## src/rtl/core/fcte_pkg.sv

```systemverilog
// Shared constants, codes and types of the fan curve table engine.
// Depends on nothing; the divider, sequencer, top level and bench import it.
`default_nettype none

package fcte_pkg;

  localparam int FANS    = 8;
  localparam int LEVELS  = 256;
  localparam int FAN_AW  = (FANS > 1) ? $clog2(FANS) : 1;
  localparam int LVL_AW  = $clog2(LEVELS);
  localparam int ADDR_W  = FAN_AW + LVL_AW;
  localparam int DEPTH   = 1 << ADDR_W;
  localparam int SPAN_W  = LVL_AW + 1;
  localparam int CNT_W   = $clog2(LEVELS + 1);

  localparam int OP_W    = 3;
  localparam int FAN_W   = 3;
  localparam int PWM_W   = 8;
  localparam int RPM_W   = 16;

  localparam int IN_DATA_W  = 32;
  localparam int OUT_DATA_W = 48;

  localparam logic [RPM_W-1:0]  UNDEF_RPM       = 16'hFFFF;
  localparam logic [RPM_W-1:0]  DEFAULT_TOP_RPM = 16'd3315;
  localparam logic [LVL_AW-1:0] LVL_MAX         = LVL_AW'(LEVELS - 1);

  typedef enum logic [OP_W-1:0] {
    OP_CLEAR   = 3'd0,
    OP_DEFAULT = 3'd1,
    OP_SET     = 3'd2,
    OP_BUILD   = 3'd3,
    OP_QUERY   = 3'd4
  } op_e;

  typedef enum logic [3:0] {
    ST_INIT,
    ST_IDLE,
    ST_SWEEP,
    ST_SET_RD,
    ST_SET_WR,
    ST_B_RD,
    ST_B_CHK,
    ST_B_DIV,
    ST_B_FILL,
    ST_B_END,
    ST_Q_RD,
    ST_Q_CHK,
    ST_RESP
  } state_e;

  typedef struct packed {
    logic [OP_W-1:0]  op;
    logic [FAN_W-1:0] fan;
    logic [PWM_W-1:0] lvl;
    logic [RPM_W-1:0] rpm;
  } req_t;

  typedef struct packed {
    logic             valid;
    logic [PWM_W-1:0] pwm;
    logic [RPM_W-1:0] cmin;
    logic [RPM_W-1:0] cmax;
    logic             empty;
  } rsp_t;

  typedef struct packed {
    logic              en;
    logic              we;
    logic [ADDR_W-1:0] addr;
    logic [RPM_W-1:0]  wdata;
  } mem_req_t;

  typedef struct packed {
    logic              start;
    logic [RPM_W-1:0]  dividend;
    logic [SPAN_W-1:0] divisor;
  } div_req_t;

  typedef struct packed {
    logic              done;
    logic [RPM_W-1:0]  quo;
    logic [SPAN_W-1:0] rem;
  } div_rsp_t;

  function automatic logic fan_ok(input logic [FAN_W-1:0] fan);
    return {2'b00, fan} < 5'(FANS);
  endfunction

endpackage

`default_nettype wire

```

## src/rtl/core/fcte_seq.sv

```systemverilog
// Operation sequencer: walks the curve memory for clear, load default, set, build
// and query, and keeps the per-fan defined-entry counts and min/max. Depends on fcte_pkg.
`default_nettype none

module fcte_seq (
  input  wire logic                          clk_i,
  input  wire logic                          rst_ni,
  input  wire logic                          req_valid_i,
  input  wire fcte_pkg::req_t                req_i,
  output logic                               req_ready_o,
  input  wire logic                          out_free_i,
  output fcte_pkg::rsp_t                     rsp_o,
  output fcte_pkg::mem_req_t                 mem_o,
  input  wire logic [fcte_pkg::RPM_W-1:0]    mem_rdata_i,
  output fcte_pkg::div_req_t                 div_o,
  input  wire fcte_pkg::div_rsp_t            div_i
);
  import fcte_pkg::*;

  state_e            state_q, state_d;
  req_t              req_q, req_d;
  logic [ADDR_W-1:0] init_q, init_d;
  logic [LVL_AW-1:0] idx_q, idx_d;
  logic [CNT_W-1:0]  cnt_q [FANS];
  logic [CNT_W-1:0]  cnt_d [FANS];
  logic [RPM_W-1:0]  low_q [FANS];
  logic [RPM_W-1:0]  low_d [FANS];
  logic [RPM_W-1:0]  high_q [FANS];
  logic [RPM_W-1:0]  high_d [FANS];
  logic [PWM_W-1:0]  pwm_q, pwm_d;

  // build
  logic              prev_vld_q, prev_vld_d;
  logic [LVL_AW-1:0] prev_idx_q, prev_idx_d;
  logic [RPM_W-1:0]  a_q, a_d;
  logic [RPM_W-1:0]  b_q, b_d;
  logic              first_vld_q, first_vld_d;
  logic [RPM_W-1:0]  first_val_q, first_val_d;
  logic [LVL_AW-1:0] k_q, k_d;
  logic [RPM_W-1:0]  q_q, q_d;
  logic [SPAN_W-1:0] r_q, r_d;
  logic [SPAN_W-1:0] span_q, span_d;
  logic [RPM_W-1:0]  dq_q, dq_d;
  logic [SPAN_W-1:0] dr_q, dr_d;

  // query
  logic [RPM_W-1:0]  target_q, target_d;
  logic              pass2_q, pass2_d;
  logic              last_vld_q, last_vld_d;
  logic [RPM_W-1:0]  last_val_q, last_val_d;

  logic [FAN_AW-1:0] fan_idx;
  logic              defined;
  logic              adv;
  logic [SPAN_W-1:0] span_now;
  logic [SPAN_W:0]   r_sum;
  logic              wrap;
  logic [SPAN_W-1:0] r_next;
  logic [RPM_W-1:0]  q_next;

  assign fan_idx  = req_q.fan[FAN_AW-1:0];
  assign defined  = (mem_rdata_i != UNDEF_RPM);
  assign span_now = SPAN_W'(idx_q) - SPAN_W'(prev_idx_q);
  assign r_sum    = {1'b0, r_q} + {1'b0, dr_q};
  assign wrap     = (r_sum >= {1'b0, span_q});
  assign r_next   = wrap ? SPAN_W'(r_sum - {1'b0, span_q}) : r_sum[SPAN_W-1:0];
  assign q_next   = q_q + dq_q + RPM_W'(wrap);

  always_comb begin
    state_d     = state_q;
    req_d       = req_q;
    init_d      = init_q;
    idx_d       = idx_q;
    cnt_d       = cnt_q;
    low_d       = low_q;
    high_d      = high_q;
    pwm_d       = pwm_q;
    prev_vld_d  = prev_vld_q;
    prev_idx_d  = prev_idx_q;
    a_d         = a_q;
    b_d         = b_q;
    first_vld_d = first_vld_q;
    first_val_d = first_val_q;
    k_d         = k_q;
    q_d         = q_q;
    r_d         = r_q;
    span_d      = span_q;
    dq_d        = dq_q;
    dr_d        = dr_q;
    target_d    = target_q;
    pass2_d     = pass2_q;
    last_vld_d  = last_vld_q;
    last_val_d  = last_val_q;
    adv         = 1'b0;
    req_ready_o = 1'b0;
    rsp_o       = '0;
    mem_o       = '0;
    div_o       = '0;

    case (state_q)
      ST_INIT: begin
        mem_o.en    = 1'b1;
        mem_o.we    = 1'b1;
        mem_o.addr  = init_q;
        mem_o.wdata = UNDEF_RPM;
        init_d      = init_q + 1'b1;
        if (&init_q) begin
          state_d = ST_IDLE;
        end
      end

      ST_IDLE: begin
        req_ready_o = 1'b1;
        if (req_valid_i) begin
          req_d       = req_i;
          idx_d       = '0;
          pwm_d       = '0;
          prev_vld_d  = 1'b0;
          first_vld_d = 1'b0;
          pass2_d     = 1'b0;
          last_vld_d  = 1'b0;
          target_d    = req_i.rpm;
          if (!fan_ok(req_i.fan)) begin
            state_d = ST_RESP;
          end else begin
            case (req_i.op)
              OP_CLEAR, OP_DEFAULT: state_d = ST_SWEEP;
              OP_SET: begin
                state_d = ({1'b0, req_i.lvl} < 9'(LEVELS)) ? ST_SET_RD : ST_RESP;
              end
              OP_BUILD: state_d = ST_B_RD;
              OP_QUERY: state_d = ST_Q_RD;
              default:  state_d = ST_RESP;
            endcase
          end
        end
      end

      ST_SWEEP: begin
        mem_o.en    = 1'b1;
        mem_o.we    = 1'b1;
        mem_o.addr  = {fan_idx, idx_q};
        mem_o.wdata = UNDEF_RPM;
        if (req_q.op == OP_DEFAULT) begin
          if (idx_q == '0) begin
            mem_o.wdata = '0;
          end else if (idx_q == LVL_MAX) begin
            mem_o.wdata = DEFAULT_TOP_RPM;
          end
        end
        idx_d = idx_q + 1'b1;
        if (idx_q == LVL_MAX) begin
          cnt_d[fan_idx] = (req_q.op == OP_DEFAULT) ? CNT_W'(2) : '0;
          state_d        = ST_RESP;
        end
      end

      ST_SET_RD: begin
        mem_o.en   = 1'b1;
        mem_o.addr = {fan_idx, req_q.lvl[LVL_AW-1:0]};
        state_d    = ST_SET_WR;
      end

      ST_SET_WR: begin
        // read-modify-write: adjust the count by the change in definedness
        mem_o.en       = 1'b1;
        mem_o.we       = 1'b1;
        mem_o.addr     = {fan_idx, req_q.lvl[LVL_AW-1:0]};
        mem_o.wdata    = req_q.rpm;
        cnt_d[fan_idx] = cnt_q[fan_idx] + CNT_W'(req_q.rpm != UNDEF_RPM) - CNT_W'(defined);
        state_d        = ST_RESP;
      end

      ST_B_RD: begin
        mem_o.en   = 1'b1;
        mem_o.addr = {fan_idx, idx_q};
        state_d    = ST_B_CHK;
      end

      ST_B_CHK: begin
        if (defined) begin
          if (!first_vld_q) begin
            first_vld_d = 1'b1;
            first_val_d = mem_rdata_i;
          end
          b_d = mem_rdata_i;
          if (prev_vld_q && (span_now != SPAN_W'(1))) begin
            // gap behind this point: divide the rise by the span first
            div_o.start    = 1'b1;
            div_o.dividend = (mem_rdata_i >= a_q) ? mem_rdata_i - a_q : a_q - mem_rdata_i;
            div_o.divisor  = span_now;
            span_d         = span_now;
            state_d        = ST_B_DIV;
          end else begin
            prev_vld_d = 1'b1;
            prev_idx_d = idx_q;
            a_d        = mem_rdata_i;
            adv        = 1'b1;
          end
        end else begin
          adv = 1'b1;
        end
      end

      ST_B_DIV: begin
        if (div_i.done) begin
          if (b_q >= a_q) begin
            dq_d = div_i.quo;
            dr_d = div_i.rem;
          end else if (div_i.rem == '0) begin
            dq_d = RPM_W'(0) - div_i.quo;
            dr_d = '0;
          end else begin
            dq_d = ~div_i.quo;
            dr_d = span_q - div_i.rem;
          end
          q_d     = a_q;
          r_d     = '0;
          k_d     = prev_idx_q + 1'b1;
          state_d = ST_B_FILL;
        end
      end

      ST_B_FILL: begin
        // every filled level was undefined before, so it adds one to the count
        mem_o.en       = 1'b1;
        mem_o.we       = 1'b1;
        mem_o.addr     = {fan_idx, k_q};
        mem_o.wdata    = q_next;
        cnt_d[fan_idx] = cnt_q[fan_idx] + CNT_W'(1);
        q_d            = q_next;
        r_d            = r_next;
        k_d            = k_q + 1'b1;
        if (k_q == idx_q - 1'b1) begin
          prev_vld_d = 1'b1;
          prev_idx_d = idx_q;
          a_d        = b_q;
          adv        = 1'b1;
        end
      end

      ST_B_END: begin
        low_d[fan_idx]  = first_vld_q ? first_val_q : '0;
        high_d[fan_idx] = prev_vld_q ? a_q : '0;
        state_d         = ST_RESP;
      end

      ST_Q_RD: begin
        mem_o.en   = 1'b1;
        mem_o.addr = {fan_idx, idx_q};
        state_d    = ST_Q_CHK;
      end

      ST_Q_CHK: begin
        if (defined && (mem_rdata_i >= target_q)) begin
          pwm_d   = PWM_W'(idx_q);
          state_d = ST_RESP;
        end else begin
          if (defined) begin
            last_vld_d = 1'b1;
            last_val_d = mem_rdata_i;
          end
          if (idx_q == LVL_MAX) begin
            // nothing reached the target: retry with the last defined value
            if (!pass2_q && (last_vld_q || defined)) begin
              target_d = defined ? mem_rdata_i : last_val_q;
              pass2_d  = 1'b1;
              idx_d    = '0;
              state_d  = ST_Q_RD;
            end else begin
              state_d = ST_RESP;
            end
          end else begin
            idx_d   = idx_q + 1'b1;
            state_d = ST_Q_RD;
          end
        end
      end

      ST_RESP: begin
        if (out_free_i) begin
          rsp_o.valid = 1'b1;
          if (fan_ok(req_q.fan)) begin
            rsp_o.pwm   = pwm_q;
            rsp_o.cmin  = low_q[fan_idx];
            rsp_o.cmax  = high_q[fan_idx];
            rsp_o.empty = (cnt_q[fan_idx] == '0);
          end else begin
            rsp_o.empty = 1'b1;
          end
          state_d = ST_IDLE;
        end
      end

      default: state_d = ST_IDLE;
    endcase

    // advance the build scan to the next level, or finish
    if (adv) begin
      if (idx_q == LVL_MAX) begin
        state_d = ST_B_END;
      end else begin
        idx_d   = idx_q + 1'b1;
        state_d = ST_B_RD;
      end
    end
  end

  always_ff @(posedge clk_i or negedge rst_ni) begin
    if (!rst_ni) begin
      state_q     <= ST_INIT;
      init_q      <= '0;
      cnt_q       <= '{default: '0};
      low_q       <= '{default: '0};
      high_q      <= '{default: '0};
      prev_vld_q  <= 1'b0;
      first_vld_q <= 1'b0;
      pass2_q     <= 1'b0;
      last_vld_q  <= 1'b0;
    end else begin
      state_q     <= state_d;
      init_q      <= init_d;
      cnt_q       <= cnt_d;
      low_q       <= low_d;
      high_q      <= high_d;
      prev_vld_q  <= prev_vld_d;
      first_vld_q <= first_vld_d;
      pass2_q     <= pass2_d;
      last_vld_q  <= last_vld_d;
    end
  end

  always_ff @(posedge clk_i) begin
    req_q       <= req_d;
    idx_q       <= idx_d;
    pwm_q       <= pwm_d;
    prev_idx_q  <= prev_idx_d;
    a_q         <= a_d;
    b_q         <= b_d;
    first_val_q <= first_val_d;
    k_q         <= k_d;
    q_q         <= q_d;
    r_q         <= r_d;
    span_q      <= span_d;
    dq_q        <= dq_d;
    dr_q        <= dr_d;
    target_q    <= target_d;
    last_val_q  <= last_val_d;
  end

endmodule

`default_nettype wire

```

## config.mk

```make
export PLATFORM = sky130hd
export DESIGN_NAME = fcte_seq
export DESIGN_NICKNAME = d
export VERILOG_FILES = /design/src/rtl/core/fcte_pkg.sv /design/src/rtl/core/fcte_seq.sv
export SDC_FILE = /design/constraint.sdc
export NUM_CORES = 1
export LEC_CHECK = 0
export CAP_MARGIN = 20
export CORE_MARGIN = 2
export CORE_UTILIZATION = 51
export CTS_BUF_LIST = sky130_fd_sc_hd__clkbuf_8 sky130_fd_sc_hd__clkbuf_16
export CTS_CLUSTER_DIAMETER = 120
export CTS_CLUSTER_SIZE = 25
export DETAILED_ROUTE_END_ITERATION = 8
export DONT_BUFFER_PORTS = 1
export PLACE_DENSITY = 0.76
export REMOVE_ABC_BUFFERS = 1
export SYNTH_ARGS = -nofsm -noshare
export SYNTH_HDL_FRONTEND = slang
export SYNTH_SLANG_ARGS = --single-unit
```

## constraint.sdc

```tcl
create_clock -name clk_i -period 9.8 [get_ports clk_i]
set_clock_uncertainty 0.05 [all_clocks]
set_input_delay 2.94 -clock clk_i [delete_from_list [all_inputs] [get_ports clk_i]]
set_output_delay 2.94 -clock clk_i [all_outputs]
set_load 0.01 [all_outputs]
```

==> results by stage <==
Status:
- The run finished with clean final reports.

STA:
- Setup total negative slack on the finished layout was measured at 0 ps.
- The post-route fraction of the period consumed by the critical path is 94.4%.
- Setup repair after global routing left no endpoint under its margin.
- The final max-slew violation count is 0.
- The measured slew at the worst slew-check pin is 1190 ps.
- The number of endpoints with negative hold slack in the final report is 0.
- Static timing analysis puts the maximum clock frequency at 108 MHz.
- Subtracting the final worst setup slack from the clock period gives 9250 ps.
- The count of endpoints failing setup in the final report is 0.
- Across all hold checks on the routed design, the worst slack comes to 432 ps.
- The worst slew slack as a fraction of its limit is 20.6%.

Layout:
- Summing all non-filler instances in the final layout gives an area of 29900 sq um.
- The share of cells above drive strength 1 is 5.03%.
- The area growth from synthesis to layout is 5.37%.
- For this run, the post-layout net count is 3011.

Floorplan:
- The number of top-level design ports is 174.
- From bottom edge to top edge, the die measures 240 um.
- The floorplan step defined a die boundary enclosing 57600 sq um.
- The floorplan die width is 240 um.
- The number of cell rows is 86.
- Once the floorplan was initialized, standard cells occupied 51.6% of the core.
- The core box area is 55100 sq um.

Route:
- For this block, the initial DRC count from the detailed router was 2415.
- For this run, design rule violations remaining after detail routing come to 0.
- The final route contains 22041 vias.
- Once detail routing completed, the nets flagged for antenna violations numbered 0.
- The final layout contains routed wiring with a total length of 81.0 mm.
- The final routed wire length divided by cell count is 22.8 um.
- The first detailed-routing pass took 9 iterations.
- The detailed-route vias per instance is 6.19.

Power and ir drop:
- The power per standard cell area is 122 nW/um^2.
- The reported leakage power is 12.4 nW.
- The highest ir drop seen on vdd is 136 uV.
- The post-layout total power is 3.65 mW.

Clock tree:
- The buffer depth of the longest clock path is 3.
- The clock latency of the later-clocked register in the worst-skew pair is 600 ps.
- The number of clock buffers added by TritonCTS is 25.
- The CTS clock-pin slew for the worst setup and hold paths is 100 ps.
- TritonCTS built the clock tree.
- For this design, the CTS-stage hold fixing added 0 buffers.
- The clock sink total is 548.
- In this run the number of H-tree levels came out at 1.
- The post-CTS setup repair buffer count is 0.
- In this run, post-CTS repair resized a total of 0 instances.
- The root buffer cell chosen for the clock tree is sky130_fd_sc_hd__clkbuf_16.

Synth:
- The cell taking the most area after synthesis is sky130_fd_sc_hd__dfrtp_1.
- In this run, synthesis produced a sequential element count of 548.
- The dominant cell by count in the synthesized netlist is sky130_fd_sc_hd__nand2_1.
- The share of synthesized registers carrying an async set or reset is 63.3%.
- Counting distinct cell types in the post-synthesis netlist gives 84.
- The Yosys step of the flow raised 0 warnings.
- The share of the Yosys chip area taken by registers is 51.5%.
- The predominant post-synthesis flop cell is sky130_fd_sc_hd__dfrtp_1.
- Ranked by total cell area, the synthesized netlist is headed by sky130_fd_sc_hd__dfrtp_1 31%, sky130_fd_sc_hd__edfxtp_1 20%, sky130_fd_sc_hd__nand2_1 6.8%.
- Synthesis handed over a netlist of 2867 instances.
- The synthesized design contains 193 enable-type register cells.
- The share of synthesized area in the top cell type comes to 30.6%.
- The cell area that synthesis handed to floorplanning was 28400 sq um.
- The average instance in the mapped netlist occupies 9.91 sq um.
- The commonest cells after synthesis are 516 x sky130_fd_sc_hd__nand2_1, 378 x sky130_fd_sc_hd__o21ai_0, 347 x sky130_fd_sc_hd__dfrtp_1, 193 x sky130_fd_sc_hd__edfxtp_1, 146 x sky130_fd_sc_hd__nor2_1.

Setup path:
- The arrival time at the worst endpoint is 6260 ps.
- STA classifies the critical path startpoint as a flop.
- Along the worst path, the maximum fanout reaches 3.
- The nature of the critical path endpoint is an output pin.
- The worst endpoint required time is 6810 ps.
- The path type of the worst setup path is flop to output pin.

Global route:
- The number of global-route vias before repair is 21822.
- The initial antenna violation count is 5.
- The global route total overflow is 0.
- Entering global routing, the biggest net connects 348 pins.
- The first global-routing pass estimated 124 mm of wire.
- In the global route stage, overall resource usage came out at 27.8%.

Job:
- Max-cap violations in this run came to 0.

Placed design:
- Buffers placed on the I/O ports in this run total 0.
- The half-perimeter wire length after detailed placement is 55.6 mm.
- The area of placed instances is 29200 sq um.
- At the end of routability-driven placement, the weighted congestion stood at 0.962.

Hold path:
- The tightest min-delay check is of the flop to flop type.
-- stage by stage --
stage          worst slack, ps  utilization, %  cells
5_1_grt                    208            54.3   3553
4_1_cts                    643            54.3   3551
6_report                   552            54.3   3559
3_3_place_gp               919            53.0   3508
2_1_floorplan              576               -   2719
3_5_place_dp               831            53.0   3509
-- path summary, 6_finish.rpt --
kind	startpoint	to	slack, ps	cells past startpoint
min	cnt_q[4]	cnt_q[4]	430	2
max	r_q[1]	mem_o[14]	550	26
max reg2reg	r_q[1]	q_q[14]	4310	26
max in group asynchronous	rst_ni	high_q[34]	6740	0
min in group asynchronous	rst_ni	high_q[51]	2070	0
min reg2reg	cnt_q[4]	cnt_q[4]	430	2
-- registers in the layout, summed over array words and instances, names as in the netlist, 3 cells and up --
register	count
a_q	16
cnt_q	72
req_q	27
state_q	4
pwm_q	8
low_q	128
fan_idx	3
k_q	8
high_q	128
first_val_q	16
idx_q	8
span_q	9
last_val_q	16
init_q	11
q_q	16
prev_idx_q	8
target_q	16
dq_q	16
b_q	16
dr_q	9
r_q	9
-- critical path: stages, from the launching register on --
cell and delay, ps:
sky130_fd_sc_hd__edfxtp_1 410, sky130_fd_sc_hd__ha_1 300, sky130_fd_sc_hd__a21o_1 170, sky130_fd_sc_hd__a21oi_1 290, sky130_fd_sc_hd__nor2b_1 90, sky130_fd_sc_hd__o21a_1 200, sky130_fd_sc_hd__nor3_1 190, sky130_fd_sc_hd__o21bai_1 130
sky130_fd_sc_hd__xor2_1 170, sky130_fd_sc_hd__ha_1 340, sky130_fd_sc_hd__nand4_1 120, sky130_fd_sc_hd__nor2_1 130, sky130_fd_sc_hd__nor2_1 50, sky130_fd_sc_hd__nand2_1 90, sky130_fd_sc_hd__o21ai_0 80, sky130_fd_sc_hd__and3_1 230
sky130_fd_sc_hd__fa_1 430, sky130_fd_sc_hd__fa_1 430, sky130_fd_sc_hd__nor2b_1 130, sky130_fd_sc_hd__o21ai_0 90, sky130_fd_sc_hd__nand2b_1 140, sky130_fd_sc_hd__a311o_1 270, sky130_fd_sc_hd__nand3_1 160, sky130_fd_sc_hd__nand3_1 110
sky130_fd_sc_hd__a41oi_1 120, sky130_fd_sc_hd__xor2_1 170, sky130_fd_sc_hd__o211ai_1 610
-- area by class of cell --
class	instances	area [sq um]
timing repair buffer	44	347
multi-input combinational	2048	12800
sequential	548	14600
inverter	123	462
tap	748	936
clock inverter	16	65.1
clock buffer	26	639
fill	4782	25200
antenna	6	15.0
-- where the power goes --
group	internal [mW]	switching, mW
registers	2.37	0
clock network	0.477	0.718
logic	0.0387	0.0493
-- cells by family after synthesis --
logic type	after synthesis	share of synthesized area, %
compound gates	842	18.9
xor+xnor	114	3.51
fa+ha+maj	146	6.66
buf+inv	271	3.66
flops	548	51.5
mux	57	2.27
simple gates	889	13.5
-- layer usage --
layer	wire [um]	GRT usage (%)	vias to the layer above	part of all wire (%)
li1	-	-	10094	-
met1	31600	35.0	10818	39
met2	37700	45.6	930	47
met3	8590	8.34	195	11
met4	3070	9.86	4	3.8
met5	26	0	-	0.032
-- layout by cell type (no fill, tap or decap), drive strengths merged, types with 11 or more instances in the layout --
cell type	count
xor2	43
xnor2	71
o21bai	13
a22oi	77
inv	139
nand2b	18
buf	43
a22o	48
nand4	24
a31oi	46
ha	136
clkbuf	27
o22a	16
o31ai	13
mux2	20
nand3	54
o22ai	15
dfrtp	347
o21ai	382
and2	26
nor2	146
a21o	36
mux2i	33
and3	11
nor3	33
nor2b	16
o21a	11
a21oi	79
a221oi	33
nand2	517
edfxtp	193
(Power assumes the default switching activity.)
