$ cat src/rtl/core/fcte_pkg.sv
// Shared constants, codes and types of the fan curve table engine.
// Depends on nothing; the divider, sequencer, top level and bench import it.
`default_nettype none

package fcte_pkg;

  localparam int FANS    = 8;
  localparam int LEVELS  = 256;
  localparam int FAN_AW  = (FANS > 1) ? $clog2(FANS) : 1;
  localparam int LVL_AW  = $clog2(LEVELS);
  localparam int ADDR_W  = FAN_AW + LVL_AW;
  localparam int DEPTH   = 1 << ADDR_W;
  localparam int SPAN_W  = LVL_AW + 1;
  localparam int CNT_W   = $clog2(LEVELS + 1);

  localparam int OP_W    = 3;
  localparam int FAN_W   = 3;
  localparam int PWM_W   = 8;
  localparam int RPM_W   = 16;

  localparam int IN_DATA_W  = 32;
  localparam int OUT_DATA_W = 48;

  localparam logic [RPM_W-1:0]  UNDEF_RPM       = 16'hFFFF;
  localparam logic [RPM_W-1:0]  DEFAULT_TOP_RPM = 16'd3315;
  localparam logic [LVL_AW-1:0] LVL_MAX         = LVL_AW'(LEVELS - 1);

  typedef enum logic [OP_W-1:0] {
    OP_CLEAR   = 3'd0,
    OP_DEFAULT = 3'd1,
    OP_SET     = 3'd2,
    OP_BUILD   = 3'd3,
    OP_QUERY   = 3'd4
  } op_e;

  typedef enum logic [3:0] {
    ST_INIT,
    ST_IDLE,
    ST_SWEEP,
    ST_SET_RD,
    ST_SET_WR,
    ST_B_RD,
    ST_B_CHK,
    ST_B_DIV,
    ST_B_FILL,
    ST_B_END,
    ST_Q_RD,
    ST_Q_CHK,
    ST_RESP
  } state_e;

  typedef struct packed {
    logic [OP_W-1:0]  op;
    logic [FAN_W-1:0] fan;
    logic [PWM_W-1:0] lvl;
    logic [RPM_W-1:0] rpm;
  } req_t;

  typedef struct packed {
    logic             valid;
    logic [PWM_W-1:0] pwm;
    logic [RPM_W-1:0] cmin;
    logic [RPM_W-1:0] cmax;
    logic             empty;
  } rsp_t;

  typedef struct packed {
    logic              en;
    logic              we;
    logic [ADDR_W-1:0] addr;
    logic [RPM_W-1:0]  wdata;
  } mem_req_t;

  typedef struct packed {
    logic              start;
    logic [RPM_W-1:0]  dividend;
    logic [SPAN_W-1:0] divisor;
  } div_req_t;

  typedef struct packed {
    logic              done;
    logic [RPM_W-1:0]  quo;
    logic [SPAN_W-1:0] rem;
  } div_rsp_t;

  function automatic logic fan_ok(input logic [FAN_W-1:0] fan);
    return {2'b00, fan} < 5'(FANS);
  endfunction

endpackage

`default_nettype wire

$ cat src/rtl/core/fcte_div.sv
// Restoring divider, one quotient bit per cycle, for the interpolation step.
// Depends on fcte_pkg.
`default_nettype none

module fcte_div (
  input  wire logic              clk_i,
  input  wire logic              rst_ni,
  input  wire fcte_pkg::div_req_t req_i,
  output fcte_pkg::div_rsp_t      rsp_o
);
  import fcte_pkg::*;

  localparam int STEP_W = $clog2(RPM_W);

  logic              busy_q, busy_d;
  logic              done_q, done_d;
  logic [STEP_W-1:0] step_q, step_d;
  logic [RPM_W-1:0]  quo_q, quo_d;
  logic [SPAN_W-1:0] rem_q, rem_d;
  logic [SPAN_W-1:0] dsr_q, dsr_d;
  logic [SPAN_W:0]   trial;

  always_comb begin
    busy_d = busy_q;
    done_d = 1'b0;
    step_d = step_q;
    quo_d  = quo_q;
    rem_d  = rem_q;
    dsr_d  = dsr_q;
    trial  = {rem_q, quo_q[RPM_W-1]};
    if (req_i.start) begin
      busy_d = 1'b1;
      step_d = '0;
      quo_d  = req_i.dividend;
      rem_d  = '0;
      dsr_d  = req_i.divisor;
    end else if (busy_q) begin
      // shift in the next dividend bit, subtract where it fits
      if (trial >= {1'b0, dsr_q}) begin
        rem_d = SPAN_W'(trial - {1'b0, dsr_q});
        quo_d = {quo_q[RPM_W-2:0], 1'b1};
      end else begin
        rem_d = trial[SPAN_W-1:0];
        quo_d = {quo_q[RPM_W-2:0], 1'b0};
      end
      step_d = step_q + 1'b1;
      if (step_q == STEP_W'(RPM_W - 1)) begin
        busy_d = 1'b0;
        done_d = 1'b1;
      end
    end
  end

  always_ff @(posedge clk_i or negedge rst_ni) begin
    if (!rst_ni) begin
      busy_q <= 1'b0;
      done_q <= 1'b0;
      step_q <= '0;
      quo_q  <= '0;
      rem_q  <= '0;
      dsr_q  <= '0;
    end else begin
      busy_q <= busy_d;
      done_q <= done_d;
      step_q <= step_d;
      quo_q  <= quo_d;
      rem_q  <= rem_d;
      dsr_q  <= dsr_d;
    end
  end

  assign rsp_o.done = done_q;
  assign rsp_o.quo  = quo_q;
  assign rsp_o.rem  = rem_q;

endmodule

`default_nettype wire

$ cat config.mk
export PLATFORM = sky130hd
export DESIGN_NAME = fcte_div
export DESIGN_NICKNAME = d
export VERILOG_FILES = /design/src/rtl/core/fcte_pkg.sv /design/src/rtl/core/fcte_div.sv
export SDC_FILE = /design/constraint.sdc
export NUM_CORES = 1
export LEC_CHECK = 0
export ABC_AREA = 1
export ABC_CLOCK_PERIOD_IN_PS = 2100
export BUFFER_PORTS_ARGS = -buffer_cell sky130_fd_sc_hd__buf_4
export CAP_MARGIN = 20
export CELL_PAD_IN_SITES_DETAIL_PLACEMENT = 0
export CELL_PAD_IN_SITES_GLOBAL_PLACEMENT = 1
export CORE_MARGIN = 2
export CORE_UTILIZATION = 39
export CTS_CLUSTER_SIZE = 40
export DETAILED_ROUTE_END_ITERATION = 12
export HOLD_SLACK_MARGIN = 0.12
export PLACE_DENSITY_LB_ADDON = 0.2
export SLEW_MARGIN = 10
export SYNTH_ARGS = -nofsm -noshare
export SYNTH_HDL_FRONTEND = slang
export SYNTH_SLANG_ARGS = --single-unit
export TNS_END_PERCENT = 5
$ cat constraint.sdc
create_clock -name clk_i -period 2.1 [get_ports clk_i]
set_clock_uncertainty 0.1 [all_clocks]
set_input_delay 0.42 -clock clk_i [delete_from_list [all_inputs] [get_ports clk_i]]
set_output_delay 0.42 -clock clk_i [all_outputs]
set_load 0.1 [all_outputs]
==> results of run 1 <==
-- repair_timing --
| action | 4_1_cts | 5_1_grt |
|---|---|---|
| hold buffers | 1 | 0 |
| setup buffers | 0 | 0 |
| gates resized for setup | 0 | 1 |
| setup endpoints to repair | 0 | 3 |
| endpoints found under the hold margin | 40 | 0 |
-- cells by family after synthesis --
group                    synth area share (%)
XOR/XNOR                                 1.14
buffers and inverters                    10.6
AND/OR/NAND/NOR                          29.0
flip-flops                               43.5
adder cells (fa/ha/maj)                  6.31
AO/OA/AOI/OAI                            9.41
-- power by group through the flow --
stage | combinational (mW) | clock [mW] | sequential, mW
after floorplan | 0.899 | 0 | 1.73
after global placement | 2.06 | 0 | 1.04
after detailed placement | 2.07 | 0 | 1.03
after CTS | 2.08 | 0.536 | 1.02
after global routing | 2.26 | 0.569 | 1.04
final | 2.07 | 0.514 | 1.02
-- layout make-up --
| type | count | area share, % |
|---|---|---|
| multi-input combinational | 196 | 36.8 |
| sequential | 40 | 35.3 |
| timing repair buffer | 57 | 15.0 |
| inverter | 51 | 6.66 |
| clock buffer | 8 | 3.13 |
| tap | 72 | 3.13 |
-- synthesized netlist by cell type, drive strengths merged --
library cell	count	share of area, %
xnor2	1	0.38
o21ai	12	2.6
o211ai	4	1.3
dfrtp	40	44
xor2	2	0.76
nor3	6	1.3
o221ai	10	3.8
a31oi	1	0.27
nand4	2	0.54
nand2	106	19
buf	5	1.2
inv	51	8.3
fa	1	0.87
nor4	1	0.27
a22oi	1	0.33
a21oi	5	1.1
clkbuf	4	1.1
ha	10	5.4
nand3	18	4.1
nor2	12	2.7
nand3b	4	1.3
-- per-stage QoR --
step                      hold slack, ns  std cells
after floorplan                   0.0244        296
after global placement             0.339        415
after detailed placement           0.334        415
after CTS                          0.230        424
after global routing               0.238        424
final                              0.242        424
-- worst min-delay path, cell delays in order --
cell	delay, ns
buf_4	0.08
nand2_1	0.04
nand2_1	0.05
-- path summary, 6_finish.rpt --
kind,start,slack [ns],to
worst max register to register,rem_q[6]$_DFFE_PN0P_,0.16,rem_q[7]$_DFFE_PN0P_
min in group asynchronous,rst_ni,0.56,quo_q[3]$_DFFE_PN0P_
worst min-delay path,req_i[0],0.24,dsr_q[0]$_DFFE_PN0P_
worst max-delay path,rem_q[6]$_DFFE_PN0P_,0.16,rem_q[7]$_DFFE_PN0P_
worst min register to register,dsr_q[0]$_DFFE_PN0P_,0.40,dsr_q[0]$_DFFE_PN0P_
max in group asynchronous,rst_ni,0.94,quo_q[15]$_DFFE_PN0P_
-- per-layer routing --
metal  routed length (um)  track usage [%]  vias to the layer above  part of all wire [%]
li1                     -                -                     1051                     -
met1                 2750             25.9                      905                    50
met2                 2440             29.8                       37                    44
met3                  265             4.11                        2                   4.8
met4                   30             4.58                        0                  0.55
met5                    0                0                        -                     0
-- sequential cells by signal, indices dropped and copies added (netlist names) --
name and flops:
done_q 1, dsr_q 9, rem_q 9, quo_q 16, step_q 4, busy_q 1
==> results.env, run 1 <==
RUN_STATUS='completed'
SYN_AVG_CELL_AREA_UM2=7.77
CLOCK_SINKS=40
HOLD_VIOLATIONS=0
POST_ROUTE_CELLS_DRIVE_ABOVE_1_SHARE_PCT=23.0
GRT-OVFL-TOTAL=0
NUMPORTBUFFERS=53
SYNTHDISTINCTLIBCELLS=29
PERIOD_MINUS_SLACK_NS=1.94
TIMING.CRITICAL_PATH.MAX_DELAY_FAMILY='simple AND/OR/NAND/NOR gates'
NUM_ROWS=27
TOTALNEGATIVESETUPSLACK_NS=0
FINAL_WORST_PATH_PERIOD_SHARE_PCT=92.5
KIND_OF_END_POINT_OF_THE_CRITICAL_PATH='flip-flop'
FINAL_CELL_AREA_UM2=2880
WORSTPATHBUFFERINVERTERCOUNT=0
POSTLAYOUTCOREUTIL_PCT=51.3
POWER_DENSITY_nW_PER_UM2=1250
CRITPATHLAUNCHTYPE='flip-flop'
N_ANTENNA_CELL=0
POWER_SWITCHING_mW=1.85
CLOCK_INSERTION_DELAY_WORST_SKEW_NS=0.28
P_LEAK_nW=1.56
POST-PLACE-WS_NS=0.136
DIEAREA_UM2=6530
CTS_TREE='built'
CRITICAL_PATH_DEPTH=11
PLACE_AREA_UM2=2770
POSTROUTEANTENNANETS=0
TOTAL_CLOCK_BUFFERS_CREATED_BY_CTS=5
CLK_PIN_SLEW_WORST_PATHS_NS=0.07
DIE_HEIGHT_UM=80.8
SYNTHCELLS=296
MAPPEDNETLISTAREA_UM2=2300
WORSTREGTOREGCELLS=11
MOSTFREQUENTLAYOUTCELL='nand2_1'
H-TREE-DEPTH=2
IRDROPWORSTVDD_V=0.000500
FILLER_CELL_COUNT=584
MAX_FREQ_MHz=515
MULTI_INPUT_COMB_AREA_UM2=1060
POWER.SHARE.SEQUENTIAL_PCT=28.3
NUMBER_OF_FLIP_FLOPS_AND_LATCHES_IN_THE_SYNTHESIZED_NETLIST=40
INTERNAL_POWER_mW=1.75
FIRST_GLOBAL_VIAS=2022
PWR-SHARE-CLK_PCT=14.3
MIN_DELAY_PATH_DEPTH=3
LAYOUT_SETUP_WS_NS=0.157
NUMBER_OF_ANTENNA_VIOLATIONS_AT_THE_FIRST_CHECK_IN_GLOBAL_ROUTING=0
AVGVIACOUNTPERCELL=4.71
SYNTHESIS.NETS=335
INITIAL_UTILIZATION_PCT=41.0
NUMBER_OF_WARNINGS_REPORTED_IN_THE_YOSYS_SYNTHESIS_LOG=0
PIN_COUNT=54
TOTALWIRELENGTH_UM=5490
CP_DATA_ARRIVAL_TIME_NS=2.01
FINAL_NET_COUNT=390
CRITPATHKIND='flip-flop to flip-flop'
DETAILROUTE.VIA_COUNT=1995
RSZ0062_AT_GRT='no'
SEQCELLAREA_UM2=1010
CRIT_PATH_TOP_DELAY_CELL='dfrtp_2'
FINALSETUPVIOLCOUNT=0
WORST_SLEW_MARGIN_REL_PCT=64.9
WL_PER_CELL_UM=12.9
TIMING.CRITICAL_PATH.CELLS='ha_1 -> nand2_1 -> nand2_1 -> nand2_1 -> nand2_1 -> nor2_4 -> nand2_8 -> nand2_4 -> nand2_1 -> nand2_1 -> nand2_1'
AREAGROWTHSYNTHTOFINISH_PCT=25.0
MAX-CLOCK-PATH-BUFFERS=2
PIN_COUNT_OF_THE_BIGGEST_NET_ENTERING_GLOBAL_ROUTING=41
COREAREA_UM2=5610
MOST-COMMON-LAYOUT-CELLS='nand2_1, buf_4, inv_1'
HP-CLASS='input port to flip-flop'
WORST_SLEW_PIN_SLEW_NS=0.527
WIRE_LENGTH_OF_THE_FIRST_GLOBAL_ROUTING_PASS_UM=9500
DRT-PASS1-ITER-COUNT=4
SWITCHING_SHARE_PCT=51.3
CAP_VIOLATIONS=0
CPPEAKSTAGEDELAY_NS=0.43
GLOBALPLACE.CONGESTION=0.806
YS_SEQ_AREA_SHARE_PCT=43.5
TIMING.CRITICAL_PATH.FANOUT_MAX=10
FINAL_MAX_SLEW_VIOL_COUNT=0
FLOORPLAN.DIE.WIDTH_UM=80.8
DP_HPWL_UM=4150
DRT-INITIAL-DRC-COUNT=171
POWER_SHARE_OF_THE_COMBINATIONAL_GROUP_PCT=57.4
GROUTE.USAGE.OVERALL_PCT=18.7
REQUIRED_NS=2.17
OVERALL_POWER_mW=3.60
TIMING.CRITICAL_PATH.MODE_CELL='nand2_1'
ROOT_BUFFER='clkbuf_8'
DRC_VIOLATIONS_LEFT=0
No activity file was read; power rests on OpenSTA's default activity.
==> inputs of run 2 (changes only) <==
- BUFFER_PORTS_ARGS: -buffer_cell sky130_fd_sc_hd__buf_4 -> -buffer_cell sky130_fd_sc_hd__buf_2
- CELL_PAD_IN_SITES_DETAIL_PLACEMENT: 0 -> not set
- CELL_PAD_IN_SITES_GLOBAL_PLACEMENT: 1 -> not set
- CORE_UTILIZATION: 39 -> 52
==> run 2 against run 1 <==
  * Final cell count decreased by 4.2%
  * Combinational power decreased by 5%
  * Fmax decreased by 0.68%
  * Via count increased by 4.1%
  * Clock power increased by 3%
  * Count of clock-buffer cells in the layout unchanged
  * Die area decreased by 24%
  * Largest power group unchanged
  * Highest routed layer unchanged
==> results.env, run 2 (synthesis gave the netlist of run 1 again) <==
RUN_STATUS='completed'
POSTROUTEANTENNANETS=0  # unchanged
CRITPATHLAUNCHTYPE='flip-flop'
FINAL_NET_COUNT=392  # +0.51%
N_ANTENNA_CELL=0  # unchanged
CAP_VIOLATIONS=0  # unchanged
COREAREA_UM2=4290  # -23%
DETAILROUTE.VIA_COUNT=2076  # +4.1%
CPPEAKSTAGEDELAY_NS=0.44  # about the same
KIND_OF_END_POINT_OF_THE_CRITICAL_PATH='flip-flop'
REGISTERS.TOP_BY_FF_COUNT='quo_q'
R2R_START='rem_q[6]$_DFFE_PN0P_'
TOTALNEGATIVESETUPSLACK_NS=0  # unchanged
CLK_PIN_SLEW_WORST_PATHS_NS=0.08  # about the same
ROOT_BUFFER='clkbuf_8'
NUMPORTBUFFERS=53  # unchanged
IRDROPWORSTVDD_V=0.000609  # +22%
HP-CLASS='input port to flip-flop'
TIMING.CRITICAL_PATH.CELLS='ha_1 -> nand2_1 -> nand2_1 -> nand2_1 -> nand2_1 -> nor2_4 -> nand2_8 -> nand2_4 -> nand2_1 -> nand2_1 -> nand2_1'
CLOCK_INSERTION_DELAY_WORST_SKEW_NS=0.29  # about the same
CLOCK_SINKS=40  # unchanged
LAYOUT_SETUP_WS_NS=0.144  # -0.0133 ns
FINALSETUPVIOLCOUNT=0  # unchanged
DRT-INITIAL-DRC-COUNT=108  # -37%
BIGGESTREGSBYFLOPS='quo_q: 16 flops, dsr_q: 9 flops, rem_q: 9 flops'
REQUIRED_NS=2.19  # +0.02 ns
PIN_COUNT=54  # unchanged
CRITPATHKIND='flip-flop to flip-flop'
PIN_COUNT_OF_THE_BIGGEST_NET_ENTERING_GLOBAL_ROUTING=32  # -22%
TIMING.CRITICAL_PATH.FANOUT_MAX=10  # unchanged
PLACE_AREA_UM2=2630  # -5.1%
FLOORPLAN.DIE.WIDTH_UM=70.5  # -13%
FINAL_CELL_AREA_UM2=2730  # -5.0%
INITIAL_UTILIZATION_PCT=53.6  # +13 points
LAYOUTNONFILLERINSTCOUNT=406  # -4.2%
GRT-OVFL-TOTAL=0  # unchanged
AREAGROWTHSYNTHTOFINISH_PCT=18.8
WIRE_LENGTH_OF_THE_FIRST_GLOBAL_ROUTING_PASS_UM=8480  # -11%
WORSTSETUPSTARTPOINT='rem_q[6]$_DFFE_PN0P_'
POST-PLACE-WS_NS=0.141  # +0.00462 ns
OVERALL_POWER_mW=3.51  # -2.5%
RSZ0062_AT_GRT='no'
DRT-PASS1-ITER-COUNT=4  # unchanged
TIMING.CRITICAL_PATH.MODE_CELL='nand2_1'
FIRST_GLOBAL_VIAS=1969  # -2.6%
POSTLAYOUTCOREUTIL_PCT=63.6  # +12 points
GROUTE.USAGE.OVERALL_PCT=21.6  # +2.9 points
POWER_SWITCHING_mW=1.84  # -0.53%
CTS_TREE='built'
FINAL_WORST_PATH_PERIOD_SHARE_PCT=93.2  # +0.63 points
H-TREE-DEPTH=2  # unchanged
LARGEST_REGISTER_FFS=16  # unchanged
GLOBALPLACE.CONGESTION=0.852  # +5.8%
MOSTFREQUENTLAYOUTCELL='nand2_1'
POST_ROUTE_CELLS_DRIVE_ABOVE_1_SHARE_PCT=23.4  # +0.43 points
POWER_DENSITY_nW_PER_UM2=1280  # +2.6%
NUM_ROWS=24  # -11%
CRIT_PATH_TOP_DELAY_CELL='dfrtp_2'
TOTAL_CLOCK_BUFFERS_CREATED_BY_CTS=5  # unchanged
SWITCHING_SHARE_PCT=52.3  # +1.0 points
WORST_SLEW_MARGIN_REL_PCT=53.7  # -11 points
POWER.SHARE.SEQUENTIAL_PCT=28.8  # +0.5 points
DRC_VIOLATIONS_LEFT=0  # unchanged
P_LEAK_nW=1.53  # -1.7%
HOLD_VIOLATIONS=0  # unchanged
WL_PER_CELL_UM=12.6  # -2.9%
MIN-DELAY-START='req_i[7]'
DIEAREA_UM2=4970  # -24%
FIN_HOLD_WS_NS=0.226  # -0.0162 ns
MAX_FREQ_MHz=511  # -0.68%
PLACED_CELLS_INCL_TAPS=397  # -4.3%
NUMBER_OF_ANTENNA_VIOLATIONS_AT_THE_FIRST_CHECK_IN_GLOBAL_ROUTING=0  # unchanged
AVGVIACOUNTPERCELL=5.11  # +8.7%
INTERNAL_POWER_mW=1.67  # -4.6%
MAX-CLOCK-PATH-BUFFERS=2  # unchanged
CP_DATA_ARRIVAL_TIME_NS=2.05  # +0.04 ns
PERIOD_MINUS_SLACK_NS=1.96  # +0.0133 ns
TOTALWIRELENGTH_UM=5100  # -7.0%
FINAL_MAX_SLEW_VIOL_COUNT=0  # unchanged
DIE_HEIGHT_UM=70.5  # -13%
DP_HPWL_UM=3820  # -8.0%
POWER_SHARE_OF_THE_COMBINATIONAL_GROUP_PCT=56.2  # -1.2 points
PWR-SHARE-CLK_PCT=15.0  # +0.7 points
MOST-COMMON-LAYOUT-CELLS='nand2_1, buf_2, inv_1'
WORST_SLEW_PIN_SLEW_NS=0.695  # +0.168 ns
[run 2: power by group through the flow]
stage | sequential, mW | combinational [mW] | clock, mW
after floorplan | 1.73 | 0.899 | 0
after global placement | 1.02 | 1.95 | 0
after detailed placement | 1.03 | 1.96 | 0
after CTS | 1.01 | 1.97 | 0.541
after global routing | 1.03 | 2.14 | 0.565
final | 1.01 | 1.97 | 0.527
[run 2: path summary, 6_finish.rpt]
| kind | slack (ns) | depth (start not counted) | endpoint |
|---|---|---|---|
| setup / recovery | 0.14 | 11 | rem_q[5]$_DFFE_PN0P_ |
| hold / removal | 0.23 | 3 | dsr_q[7]$_DFFE_PN0P_ |
| setup reg to reg | 0.14 | 11 | rem_q[5]$_DFFE_PN0P_ |
| hold reg to reg | 0.43 | 2 | rem_q[7]$_DFFE_PN0P_ |
| max in group asynchronous | 0.70 | 3 | step_q[3]$_DFFE_PN0P_ |
| min in group asynchronous | 0.60 | 2 | rem_q[8]$_DFFE_PN0P_ |
[run 2: repair_timing]
item / CTS / global route
hold buffers: 1 / 0
setup endpoints to repair: 0 / 1
resized for setup: 0 / 1
hold endpoints to repair: 29 / 0
buffers inserted: 0 / 0
[run 2: cell type report]
| class | instances | area, um2 |
|---|---|---|
| Inverter | 51 | 191 |
| Tap cell | 52 | 65.1 |
| Multi-Input combinational cell | 196 | 1060 |
| Clock buffer | 8 | 90.1 |
| Timing Repair Buffer | 59 | 313 |
| Sequential cell | 40 | 1010 |
| Fill cell | 408 | 1560 |
[run 2: worst max-delay path: cells and delay by family (launching register included)]
kind	cells	cell delay, ns
AND/OR/NAND/NOR	10	0.95
flip-flops	1	0.44
adder cells (fa/ha/maj)	1	0.36
[run 2: per-layer routing]
metal  GRT usage, %  part of all wire (%)  up-vias
li1               -                     -     1053
met1           27.0                    45      965
met2           35.7                    48       52
met5              0                     0        -
met3           5.77                   5.7        6
met4           8.55                   1.4        0
==> inputs of run 3 (changes only) <==
- GPL_TIMING_DRIVEN: not set -> 0
- SETUP_SLACK_MARGIN: not set -> 0.2
==> run 3 against run 2 <==
  * First-iteration DRC count increased by 4.6%
  * Flip-flop and latch count stayed put
  * Die area unchanged
  * Count of clock-buffer cells in the layout is 1 lower
  * Clock power increased by 4%
  * Non-clock buffer count grew 11
  * Register-to-register slack improved by 0.07 ns
==> results.env, run 3 (synthesis gave the netlist of run 1 again) <==
RUN_STATUS='completed'
POST_ROUTE_CELLS_DRIVE_ABOVE_1_SHARE_PCT=30.3  # +6.9 points
POSTROUTEANTENNANETS=0  # unchanged
LARGEST_REGISTER_FFS=16  # unchanged
P_LEAK_nW=1.58  # +3.2%
GLOBALPLACE.CONGESTION=0.831  # -2.5%
MOST-COMMON-LAYOUT-CELLS='nand2_1, buf_2, inv_1'
GRT-OVFL-TOTAL=0  # unchanged
MOSTFREQUENTLAYOUTCELL='nand2_1'
CLK_PIN_SLEW_WORST_PATHS_NS=0.08  # about the same
WL_PER_CELL_UM=13.6  # +8.3%
BIGGESTREGSBYFLOPS='quo_q: 16 flops, dsr_q: 9 flops, rem_q: 9 flops'
DP_HPWL_UM=4050  # +6.0%
REQUIRED_NS=2.24  # +0.05 ns
PIN_COUNT_OF_THE_BIGGEST_NET_ENTERING_GLOBAL_ROUTING=41  # +28%
WORST_SLEW_PIN_SLEW_NS=0.872  # +0.178 ns
GR-USAGE-MET2_PCT=40.8  # +5.0 points
AVGVIACOUNTPERCELL=5.13  # +0.26%
PLACE_AREA_UM2=2700  # +2.5%
GRT_BUSIEST_LAYER='met2'
CLOCK_SINKS=40  # unchanged
AREAGROWTHSYNTHTOFINISH_PCT=29.5
REGISTERS.TOP_BY_FF_COUNT='quo_q'
KIND_OF_END_POINT_OF_THE_CRITICAL_PATH='flip-flop'
CP_DATA_ARRIVAL_TIME_NS=2.02  # -0.03 ns
WORST_SLEW_MARGIN_REL_PCT=41.8  # -12 points
NUMBER_OF_ANTENNA_VIOLATIONS_AT_THE_FIRST_CHECK_IN_GLOBAL_ROUTING=0  # unchanged
NUM_ROWS=24  # unchanged
CAP_VIOLATIONS=0  # unchanged
MULTI_INPUT_COMB_AREA_UM2=1200  # +14%
ROOT_BUFFER='clkbuf_8'
DRT-INITIAL-DRC-COUNT=113  # +4.6%
POWER_DENSITY_nW_PER_UM2=1310  # +2.2%
FINALSETUPVIOLCOUNT=0  # unchanged
DRC_VIOLATIONS_LEFT=0  # unchanged
SEQCELLAREA_UM2=1030  # +2.0%
DIE_HEIGHT_UM=70.5  # unchanged
FINAL_WORST_PATH_PERIOD_SHARE_PCT=89.6  # -3.5 points
CRITPATHLAUNCHTYPE='flip-flop'
FIRST_GLOBAL_VIAS=2140  # +8.7%
TOTALNEGATIVESETUPSLACK_NS=0  # unchanged
MAX-CLOCK-PATH-BUFFERS=2  # unchanged
GRT.MET3_USAGE_PCT=5.92  # +0.14 points
DIEAREA_UM2=4970  # unchanged
HP-CLASS='input port to asynchronous set/reset pin'
RSZ0062_AT_GRT='yes'
N_ANTENNA_CELL=0  # unchanged
HOLD_VIOLATIONS=0  # unchanged
TOTALWIRELENGTH_UM=5690  # +11%
TOTAL_CLOCK_BUFFERS_CREATED_BY_CTS=5  # unchanged
PERIOD_MINUS_SLACK_NS=1.88  # -0.0739 ns
FINAL_MAX_SLEW_VIOL_COUNT=0  # unchanged
GROUTE.USAGE.OVERALL_PCT=24.6  # +3.0 points
FINAL_NET_COUNT=404  # +3.1%
NUMPORTBUFFERS=53  # unchanged
MAX_FREQ_MHz=531  # +3.9%
IRDROPWORSTVDD_V=0.000618  # +1.5%
COREAREA_UM2=4290  # unchanged
INITIAL_UTILIZATION_PCT=53.6  # unchanged
FILLER_CELL_COUNT=343  # -16%
CRITPATHKIND='flip-flop to flip-flop'
GLOBAL_ROUTE_MET1_UTILIZATION_PCT=31.3  # +4.2 points
CTS.HOLD.BUFFERS_ADDED=0  # -1
TIMING.CRITICAL_PATH.FANOUT_MAX=6  # -4
DETAILROUTE.VIA_COUNT=2143  # +3.2%
CLOCK_INSERTION_DELAY_WORST_SKEW_NS=0.30  # about the same
FINAL_CELL_AREA_UM2=2980  # +9.0%
WIRE_LENGTH_OF_THE_FIRST_GLOBAL_ROUTING_PASS_UM=9600  # +13%
PIN_COUNT=54  # unchanged
DRT-PASS1-ITER-COUNT=4  # unchanged
CTS_TREE='built'
FLOORPLAN.DIE.WIDTH_UM=70.5  # unchanged
H-TREE-DEPTH=2  # unchanged
run 3: cell count changes in the layout (fill, tap and decap cells not counted), sizes merged:
cell and change:
dlygate4sd3 -1, buf +8, clkbuf +3, nand2 +1, clkinvlp +1
run 3: path summary, 6_finish.rpt:
check                                           start               endpoint  slack (ns)  depth (start not counted)
worst max-delay path            quo_q[15]$_DFFE_PN0P_   rem_q[2]$_DFFE_PN0P_        0.22                         11
worst min-delay path                           rst_ni  step_q[2]$_DFFE_PN0P_        0.13                          1
worst max register to register  quo_q[15]$_DFFE_PN0P_   rem_q[2]$_DFFE_PN0P_        0.22                         11
worst min register to register   dsr_q[0]$_DFFE_PN0P_   dsr_q[0]$_DFFE_PN0P_        0.44                          2
max in group asynchronous                      rst_ni   rem_q[5]$_DFFE_PN0P_        1.11                          1
min in group clk_i                           req_i[0]   dsr_q[0]$_DFFE_PN0P_        0.22                          3
run 3: per-layer routing:
metal	share of wire (%)	wire, um	up-vias
li1	-	-	1078
met4	1.7	99	0
met2	48	2730	58
met1	45	2560	999
met5	0	0	-
met3	5.3	300	8
run 3: stage by stage:
| stage | power [mW] | util [%] | setup WS (ns) | std cells | hold WS (ns) |
|---|---|---|---|---|---|
| 2_1_floorplan | 2.68 | - | 0.122 | 296 | 0.0244 |
| 3_3_place_gp | 3.01 | 62.8 | 0.0890 | 401 | 0.411 |
| 3_5_place_dp | 3.05 | 62.8 | 0.0706 | 401 | 0.423 |
| 4_1_cts | 3.74 | 67.4 | 0.211 | 414 | 0.159 |
| 5_1_grt | 4.16 | 69.4 | 0.119 | 418 | 0.217 |
| 6_report | 3.91 | 69.4 | 0.217 | 418 | 0.132 |
run 3: worst max-delay path, stage by stage (launching register included):
cell,delay [ns]
dfrtp_4,0.43
inv_4,0.05
ha_4,0.16
fa_2,0.35
inv_2,0.07
nand2_1,0.08
nand3_2,0.10
nand2_4,0.11
buf_4,0.17
nand3b_1,0.08
nand3_1,0.08
nand2_1,0.06
run 3: report_power, final:
part	internal [mW]	total (mW)	switching, mW
registers	0.931	1.06	0.134
clock network	0.267	0.546	0.279
logic	0.725	2.30	1.57
total	1.92	3.91	1.98
run 3: layout make-up:
type / count / area share [%]
clock inverters: 1 / 0.252
well taps: 52 / 2.18
flip-flops and latches: 40 / 34.7
inverters: 51 / 6.51
repair buffers: 61 / 11.3
plain buffers: 9 / 1.76
multi-input cells: 197 / 40.4
clock buffers: 7 / 2.90
run 3: timing repair:
action | CTS | global route
pin swaps | 2 | 9
endpoints found under the setup margin | 10 | 9
cloned | 0 | 1
buffers inserted | 5 | 3
gates resized for setup | 6 | 11
